==> config.mk <==
export PLATFORM = sky130hd
export DESIGN_NAME = tia_scan
export DESIGN_NICKNAME = d
export VERILOG_FILES = /design/src/hw/rtl/tia_pkg.sv /design/src/hw/rtl/tia_scan.sv
export SDC_FILE = /design/constraint.sdc
export NUM_CORES = 1
export LEC_CHECK = 0
export BUFFER_PORTS_ARGS = -buffer_cell sky130_fd_sc_hd__buf_2
export CAP_MARGIN = 20
export CORE_MARGIN = 5
export CORE_UTILIZATION = 30
export CTS_BUF_LIST = sky130_fd_sc_hd__clkbuf_2
export DETAILED_ROUTE_END_ITERATION = 16
export PLACE_DENSITY = 0.59
export SYNTH_ARGS = -nofsm -noshare
export SYNTH_HDL_FRONTEND = slang
export SYNTH_SLANG_ARGS = --single-unit
export TNS_END_PERCENT = 20
==> constraint.sdc <==
create_clock -name clk -period 3.3 [get_ports clk]
set_input_delay 0.33 -clock clk [delete_from_list [all_inputs] [get_ports clk]]
set_output_delay 0.33 -clock clk [all_outputs]
set_load 0.01 [all_outputs]
==> src/hw/rtl/tia_pkg.sv <==
// Shared types, codes and default sizes for the typed ID allocator.
// Used by tia_scan and typed_id_allocator; depends on nothing else.
`default_nettype none

package tia_pkg;

  localparam int ID_W = 32;
  localparam int CLAIMED_DEPTH_DEF = 64;
  localparam int FREE_DEPTH_DEF = 64;

  localparam logic [1:0] CMD_ALLOC   = 2'd0;
  localparam logic [1:0] CMD_RELEASE = 2'd1;
  localparam logic [1:0] CMD_QUERY   = 2'd2;

  localparam logic [1:0] ST_OK           = 2'd0;
  localparam logic [1:0] ST_CLAIMED_FULL = 2'd1;
  localparam logic [1:0] ST_FREE_FULL    = 2'd2;
  localparam logic [1:0] ST_NOT_CLAIMED  = 2'd3;

  // Launch of one table scan.
  typedef struct packed {
    logic            go;
    logic            overlap;
    logic [ID_W-1:0] key;
  } scan_ctl_t;

  // Outcome of a scan, valid for the one cycle in which done is high.
  typedef struct packed {
    logic done;
    logic hit;
  } scan_res_t;

endpackage

`default_nettype wire

==> src/hw/rtl/tia_scan.sv <==
// Shared scan and compare unit: walks one table entry per cycle through a registered memory port.
// Depends on tia_pkg for the scan control and result structs.
`default_nettype none

module tia_scan import tia_pkg::*; #(
  parameter int DEPTH = CLAIMED_DEPTH_DEF
) (
  input  wire logic                         clk,
  input  wire logic                         rst,
  input  wire scan_ctl_t                    ctl,
  input  wire logic [$clog2(DEPTH+1)-1:0]   limit,
  input  wire logic [ID_W-1:0]              rd_data,
  output logic                              rd_en,
  output logic [$clog2(DEPTH)-1:0]          rd_addr,
  output scan_res_t                         res,
  output logic [$clog2(DEPTH)-1:0]          hit_idx
);

  localparam int IW = $clog2(DEPTH);
  localparam int CW = $clog2(DEPTH + 1);

  logic            active;
  logic            overlap;
  logic [ID_W-1:0] key;
  logic [CW-1:0]   lim;
  logic [CW-1:0]   issue_idx;
  logic            cmp_valid;
  logic [IW-1:0]   cmp_idx;
  logic            match;
  logic            issuing;

  // Equality for table lookups, any shared bit for the type search.
  assign match   = overlap ? ((rd_data & key) != '0) : (rd_data == key);
  assign issuing = active && (issue_idx != lim);

  assign rd_en   = issuing;
  assign rd_addr = issue_idx[IW-1:0];
  assign hit_idx = cmp_idx;

  assign res.hit  = active && cmp_valid && match;
  assign res.done = active && ((cmp_valid && match) || (!cmp_valid && !issuing));

  always_ff @(posedge clk) begin
    if (rst) begin
      active    <= 1'b0;
      cmp_valid <= 1'b0;
      issue_idx <= '0;
    end else if (ctl.go) begin
      active    <= 1'b1;
      overlap   <= ctl.overlap;
      key       <= ctl.key;
      lim       <= limit;
      issue_idx <= '0;
      cmp_valid <= 1'b0;
    end else if (active) begin
      if (res.done) begin
        active    <= 1'b0;
        cmp_valid <= 1'b0;
      end else begin
        cmp_valid <= issuing;
        if (issuing) begin
          cmp_idx   <= issue_idx[IW-1:0];
          issue_idx <= issue_idx + CW'(1);
        end
      end
    end
  end

endmodule

`default_nettype wire

**Word-level counts from Yosys, hierarchy flattened**

Cells that the tools add are included.

- Flip-flop bits (word level): 55
- Latch bits: 0
- Memory bits (writable): 0
- ROM bits: 0
- Bits of input ports: 75
- Output and inout bits: 15
- Logic and storage cells: 33
- Memories: 0

- Add/subtract/negate cells: 1
- Multiply operators: 0
- Divide/modulo/power cells: 0
- Magnitude comparators: 0
- Equal/unequal tests: 2
- Shift operators: 0
- Mux-type cells: 5
- Bitwise operators: 4
- Reduce and logical (&&, ||, !) cells: 14

Operator list:

| cell | count |
|---|---|
| $and A32 B32 Y32 | 1 |
| $eq A32 B32 Y1 | 1 |
| $reduce_bool A32 Y1 | 1 |
| $add A7 B1 Y7 const B | 1 |
| $ne A7 B7 Y1 | 1 |
| $logic_and A1 B1 Y1 | 6 |
| $mux W1 | 5 |
| $reduce_and A5 Y1 | 1 |
| $not A1 Y1 | 3 |
| $reduce_and A3 Y1 | 1 |
| $logic_not A1 Y1 | 2 |
| $reduce_and A2 Y1 | 1 |
| $reduce_or A2 Y1 | 1 |
| $logic_or A1 B1 Y1 | 1 |

**Longest topological paths before layout**

Gate-level depths: netlist (run 1).

- Depth after elaboration: 9
- Gate-level depth with buffers: 7
- Gate-level depth less buffers: 7

**Least setup slack after synthesis (run 1)**

Ideal clock, no wire load.

- Kind: input to register
- From: in ctl[33] (netlist name)
- To: reg key[0] (enable)
- Setup time: 0.442 ns
- Arrival time: 2.466 ns
- Required time: 2.858 ns
- Setup slack: 0.392 ns
- Stages: 2
- Buffers on the path: 1
- Cells stage by stage: clkbuf_1 > nor2b_1

- Longest elaborated chain between the ends: 1

Ends and longest elaborated chain:

| item | line | text |
|---|---|---|
| from (decl) | tia_scan.sv:10 | `input wire scan_ctl_t ctl,` |
| $reduce_and A2 Y1 (no line) | n/a |  |
| to (signal assigned) | tia_scan.sv:51 | `key <= ctl.key;` |
| to (decl) | tia_scan.sv:24 | `logic [ID_W-1:0] key;` |

Every way passes these cells.
A chain may end at the register's enable or synchronous reset.

==> results.yml, run 1 <==
worst_hold_path:
  hold_path_end: "key[18]"
  hold_path.class: "primary input to flop"
  min_path_cells: 1
  hold_start: "ctl[18]"
clocking:
  cts_buffer_depth: 2
  htreeDepth: 2
  numCtsBuffers: 5
  cts.sinks: 55
  path_clk_slew_ps: 280
  cts-root-buf: "clkbuf_2"
  tritoncts: "done"
  cts_setup_buffers: 0
  clk_latency_ps: 470
yosys:
  ys_seq_elements: 55
  synth.cell_area_mm2: 0.00256
  syn_avg_cell_area_um2: 14.4
  ys_async_sr_fraction_pct: 0
  synth_nets: 286
  ys_warn_count: 0
  yosysSeqAreaShare_pct: 60.9
  synth_cell_types: 31
  synthesis.instances: 178
  synth-edff-count: 46
  synthFlopType: "edfxtp_1"
timing:
  hold_violations: 0
  relSlewSlack_pct: 67.3
  fin_crit_sh_pct: 84.2
  period_minus_slack_ps: 2780
  rsz0062_at_grt: "no"
  slew_viol_final: 0
  setup_tns_ps: 0
  fin_ws_ps: 523
  worst_pin_slew_ps: 489
  skew_ps: 35.9
  timing.fmax_ghz: 0.360
  finalSetupViolations: 0
critical_path:
  cp_cell_sequence: "ha_1 -> nor4_1 -> nand4_1 -> o21ai_0 -> nand3_1 -> nor2_1 -> buf_2"
  crit_arrival_ps: 2450
  endpoint_kind: "output port"
  setup.worst_path.start_class: "flop"
  r2r_start: "key[10]"
  slowest_delay_ps: 450
  cp_slowest_cell: "edfxtp_1"
  r2r_slack_ps: 820
  cp.required_ps: 2970
  worstReg2RegEnd: "hit_idx[5]"
  crit_type: "flop to output port"
  critPathMaxFanout: 3
  r2r_cells: 6
floorplanning:
  die_y_um: 102
  dieArea_mm2: 0.0105
  die_x_um: 102
  rows: 33
  io_pins: 90
  core-area_mm2: 0.00826
  start_util_pct: 31.1
final_layout:
  area_delta_synth_final_pct: 36.4
  final_common_cell: "buf_2"
  fin_nets: 409
  final_layout_size_suffix_gt1_share_pct: 35.8
  finish.utilization_pct: 42.4
  final_cell_mix: "buf_2, edfxtp_1, dlygate4sd3_1"
  num_antenna_cells: 0
  fillCellCount: 796
  regArea_mm2: 0.00156
  multi_input_area_um2: 951
routing:
  vias: 1851
  route.detailed.drc: 0
  drt-total-wl_um: 5780
  drt_iter0_markers: 45
  postRouteAntennaNets: 0
  routedWlPerCell_um: 14.2
  dr.pass1.iters: 4
  viasPerCell: 4.55
global_route:
  grt_usage_pct: 11.1
  gr-total-overflow: 0
  grt_pass1_vias: 1863
  antenna_found_initial: 0
  grt_pass1_wl_um: 8810
  grt_max_degree: 25
power:
  power.density_mw_per_mm2: 365
  ir_drop_mv: 0.154
  design_power_total_mw: 1.28
  cellLeakagePower_nw: 1.44
placement:
  dp_slack_ps: 722
  globalplace.congestion: 0.811
  dp_hpwl_um: 4490
  portBuffers: 89
run:
  cap_violations: 0
status:
  status: "finished, final reports clean"
==> area by class of cell <==
cell class              instances  area share (%)
inverters                       2           0.215
well taps                     105            3.76
flip-flops and latches         55            44.6
multi-input cells             113            27.2
repair buffers                124            22.7
clock inverters                 3           0.823
clock buffers                   5           0.715
==> metal layers <==
metal / track usage [%] / vias to the layer above / share of wire, %
met3: 3.41 / 6 / 5.2
li1: - / 939 / -
met5: 0 / - / 0
met2: 20.1 / 46 / 53
met4: 3.03 / 0 / 1.1
met1: 12.6 / 860 / 41
==> report_power, final <==
group	internal, mW	total [mW]	switching [mW]	leakage, nW
logic	0.100	0.178	0.0778	0.904
registers	0.793	0.807	0.0142	0.504
clock network	0.0618	0.290	0.229	0.0351
==> flip-flops by register name, summed over array words and instances, names as in the netlist <==
| name | flops |
|---|---|
| lim | 7 |
| issue_idx | 7 |
| active | 1 |
| overlap | 1 |
| key | 32 |
| hit_idx | 6 |
| cmp_valid | 1 |
==> repair_timing <==
item | 4_1_cts | 5_1_grt
gates resized for setup | 0 | 0
hold buffers | 17 | 17
endpoints found under the hold margin | 17 | 17
==> logic make-up after synthesis <==
family,after synthesis,synth area share (%)
buf+inv,10,2.34
compound gates,17,5.12
fa+ha+maj,33,16.1
xor+xnor,9,3.07
flops,55,60.9
simple gates,54,12.5
==> cell usage after synthesis (3+ instances only) <==
library cell   n  area, um2
edfxtp_1      46       1380
ha_1          33        413
nor4_1        13       81.3
dfxtp_1        9        180
xnor2_1        9       78.8
nor2_1         8       30.0
nor3_1         7       35.0
a21oi_1        6       30.0
buf_4          6       45.0
nand2_1        6       22.5
nand4_1        5       31.3
nand3_1        4       20.0
a31o_2         3       26.3
==> worst max-delay path by stage <==
| stage | slack, ps | start | endpoint |
|---|---|---|---|
| 2_1_floorplan | 390 | ctl[33] | key[0] |
| 3_3_place_gp | 760 | rd_data[10] | hit_idx[1] |
| 3_5_place_dp | 720 | rd_data[10] | hit_idx[0] |
| 4_1_cts | 390 | key[8] | res[1] |
| 5_1_grt | 190 | key[1] | res[1] |
| 6_report | 520 | key[8] | res[1] |
==> per-stage QoR <==
step / instance area, um2 / hold WS [ps] / cells
after floorplan: 2560 / 429 / 178
after detailed placement: 3100 / 508 / 365
after global placement: 3100 / 507 / 365
after CTS: 3330 / 0.966 / 390
after global routing: 3500 / 2.48 / 407
final: 3500 / 46.2 / 407
==> critical path: cells and delay by family, from the launching register on <==
kind | cells | cell delay (ps)
and+or+nand+nor | 4 | 810
DFF | 1 | 450
buffers and inverters | 1 | 150
adders and majority gates | 1 | 280
AOI/OAI and AO/OA | 1 | 320
(Power assumes the default switching activity.)
==> run 2: changes to the inputs <==
--- a/config.mk
+++ b/config.mk
@@ -5,13 +5,14 @@
 export SDC_FILE = /design/constraint.sdc
 export NUM_CORES = 1
 export LEC_CHECK = 0
+export ABC_AREA = 1
 export BUFFER_PORTS_ARGS = -buffer_cell sky130_fd_sc_hd__buf_2
 export CAP_MARGIN = 20
 export CORE_MARGIN = 5
 export CORE_UTILIZATION = 30
 export CTS_BUF_LIST = sky130_fd_sc_hd__clkbuf_2
 export DETAILED_ROUTE_END_ITERATION = 16
-export PLACE_DENSITY = 0.59
+export PLACE_DENSITY = 0.6
 export SYNTH_ARGS = -nofsm -noshare
 export SYNTH_HDL_FRONTEND = slang
 export SYNTH_SLANG_ARGS = --single-unit
==> constraint.sdc (replaced) <==
create_clock -name clk -period 2.39 [get_ports clk]
set_input_delay 0.239 -clock clk [delete_from_list [all_inputs] [get_ports clk]]
set_output_delay 0.239 -clock clk [all_outputs]
set_load 0.01 [all_outputs]
==> results.yml, run 2 <==
status:
  status: "finished, final reports clean"
power:
  p_sw_uw: 445
  ir_drop_mv: 0.201
  intPower_mw: 1.43
  cellLeakagePower_nw: 1.60
  pwr-share-clk_pct: 26.1
  power_frac_comb_pct: 14.6
  power.density_mw_per_mm2: 500
  power_switching_share_pct: 23.7
  pwr-share-seq_pct: 59.3
clocking:
  cts.sinks: 55
  tritoncts: "done"
  cts-root-buf: "clkbuf_2"
  path_clk_slew_ps: 280
  htreeDepth: 2
  cts_buffer_depth: 2
  clk_latency_ps: 450
  numCtsBuffers: 5
global_route:
  gr-total-overflow: 0
  grt_pass1_wl_um: 9020
  grt_max_degree: 29
  grt_pass1_vias: 2074
  grt_usage_pct: 11.1
  antenna_found_initial: 0
timing:
  finalSetupViolations: 0
  relSlewSlack_pct: 72.1
  period_minus_slack_ps: 2370
  worst_pin_slew_ps: 418
  fin_ws_ps: 15.1
  rsz0062_at_grt: "yes"
  skew_ps: 7.81
  timing.fmax_ghz: 0.421
  slew_viol_final: 0
  fin_crit_sh_pct: 99.4
  hold_violations: 0
final_layout:
  final_layout_size_suffix_gt1_share_pct: 32.2
  fin_nets: 470
  final_common_cell: "buf_2"
  regArea_mm2: 0.00156
  multi_input_area_mm2: 0.00102
  fillCellCount: 831
  num_antenna_cells: 0
  reg_top3: "key: 32 flops, issue_idx: 7 flops, lim: 7 flops"
  largest_reg_flops: 32
  fin_area_mm2: 0.00375
  top_register: "key"
  area_delta_synth_final_pct: 43.4
  final_cell_mix: "buf_2, edfxtp_1, dlygate4sd3_1"
routing:
  dr.pass1.iters: 4
  viasPerCell: 4.18
  vias: 1970
  routedWlPerCell_um: 12.1
  drt-total-wl_um: 5710
  postRouteAntennaNets: 0
  route.detailed.drc: 0
  drt_iter0_markers: 98
placement:
  dp_slack_ps: 98.1
  placed_area_mm2: 0.00318
  globalplace.congestion: 0.913
  dp_hpwl_um: 4370
  portBuffers: 89
yosys:
  synth_most_common_cell: "nor2_1"
  synthesis.instances: 226
  ys_async_sr_fraction_pct: 0
  synth_cell_types: 19
  synth_nets: 334
  synth_top_area_share_pct: 52.8
  synth_commonest_cells: "nor2_1, edfxtp_1, ha_1, nand2_1"
  synth.area.mux_share_pct: 0
  synthFlopType: "edfxtp_1"
  synth_top_cell_by_area: "edfxtp_1"
  yosysSeqAreaShare_pct: 59.7
  synthSimpleGateAreaFrac_pct: 15.3
  synth_xor_area_share_pct: 3.02
  synth-edff-count: 46
  ys_seq_elements: 55
  synth-compound-area-share_pct: 2.82
  synth_top_family_by_area: "adder cells"
  ys_top_cells_by_area: "edfxtp_1, ha_1, nor2_1, dfxtp_1, nand2_1"
  syn_avg_cell_area_um2: 11.6
  synth_fa_ha_area_share_pct: 15.8
  ys_warn_count: 0
  synth.cell_area_mm2: 0.00261
run:
  cap_violations: 0
critical_path:
  crit_arrival_ps: 2140
  endpoint_kind: "output port"
  critPathMaxFanout: 4
  setup.worst_path.start_class: "flop"
  cp.required_ps: 2150
  crit_type: "flop to output port"
floorplanning:
  start_util_pct: 30.4
  rows: 34
  core-area_mm2: 0.00859
  io_pins: 90
  die_x_um: 103
  die_y_um: 103
  dieArea_mm2: 0.0107
worst_hold_path:
  hold_path.class: "primary input to flop"
==> run 2: cell types whose count changed in the layout (fill, tap and decap cells not counted), sizes merged, moves of 6 or more <==
| cell | change |
|---|---|
| dlygate4sd3 | +8 |
| xor2 | +6 |
| nor4 | -13 |
| nand2 | +28 |
| nor2 | +42 |
| xnor2 | -6 |
| nand3 | +6 |
| nor3 | -7 |
| inv | +8 |
==> run 2: repair_timing <==
action / 4_1_cts / 5_1_grt
setup endpoints to repair: 2 / 8
gates resized for setup: 3 / 11
pin swaps: 7 / 6
buffers inserted: 2 / 1
hold endpoints to repair: 41 / 1
hold buffers: 41 / 1
==> run 2: area by class of cell <==
cell class | instances | share of cell area, %
clock inverter | 3 | 1.27
clock buffer | 5 | 0.668
multi-input combinational | 154 | 27.2
timing repair buffer | 136 | 24.6
tap | 108 | 3.60
sequential | 55 | 41.7
inverter | 10 | 1.00
==> run 2: kinds of logic after synthesis <==
kind of cell,after synthesis
buffers and inverters,17
AO/OA/AOI/OAI,14
XOR/XNOR,9
adder cells (fa/ha/maj),33
AND/OR/NAND/NOR,98
flip-flops,55
==> run 2: per-layer routing <==
layer / up-vias / wire length [um] / global-route usage [%]
met5: - / 0 / 0
met2: 55 / 2970 / 20.2
li1: 1045 / - / -
met1: 863 / 2330 / 12.6
met3: 7 / 296 / 2.15
met4: 0 / 106 / 4.58
==> run 2: path summary, 6_finish.rpt <==
check,startpoint,end,slack [ps],cells past startpoint
max,key[20],res[1],20,9
max reg2reg,key[20],hit_idx[1],240,12
min,ctl[24],key[24],470,2
min reg2reg,active,active,530,2
==> run 2: worst max-delay path, cell delays in order (launching register included) <==
cell      delay [ps]
edfxtp_1         450
ha_1             290
nor2_1            90
nand2_1           70
nor2_2           110
nand2_1           90
o21ai_2          190
nand3_4          120
a21oi_4          160
buf_6            120
==> run 2: stage by stage <==
| step | instances | setup TNS (ps) | power (mW) | hold WS (ps) | util [%] |
|---|---|---|---|---|---|
| final | 471 | 0 | 1.88 | 465 | 43.6 |
| after CTS | 469 | -112 | 1.90 | 15.1 | 43.0 |
| after global placement | 418 | 0 | 1.34 | 415 | 37.0 |
| after detailed placement | 418 | 0 | 1.35 | 417 | 37.0 |
| after global routing | 471 | -320 | 1.99 | 415 | 43.6 |
| after floorplan | 226 | 0 | 1.24 | 308 | - |
==> run 2: power groups by stage <==
stage                     clock network [mW]  registers [mW]  logic (mW)
after floorplan                            0            1.13       0.109
after global placement                     0            1.13       0.205
after detailed placement                   0            1.13       0.213
after CTS                              0.514            1.11       0.268
after global routing                   0.549            1.12       0.319
final                                  0.490            1.11       0.274
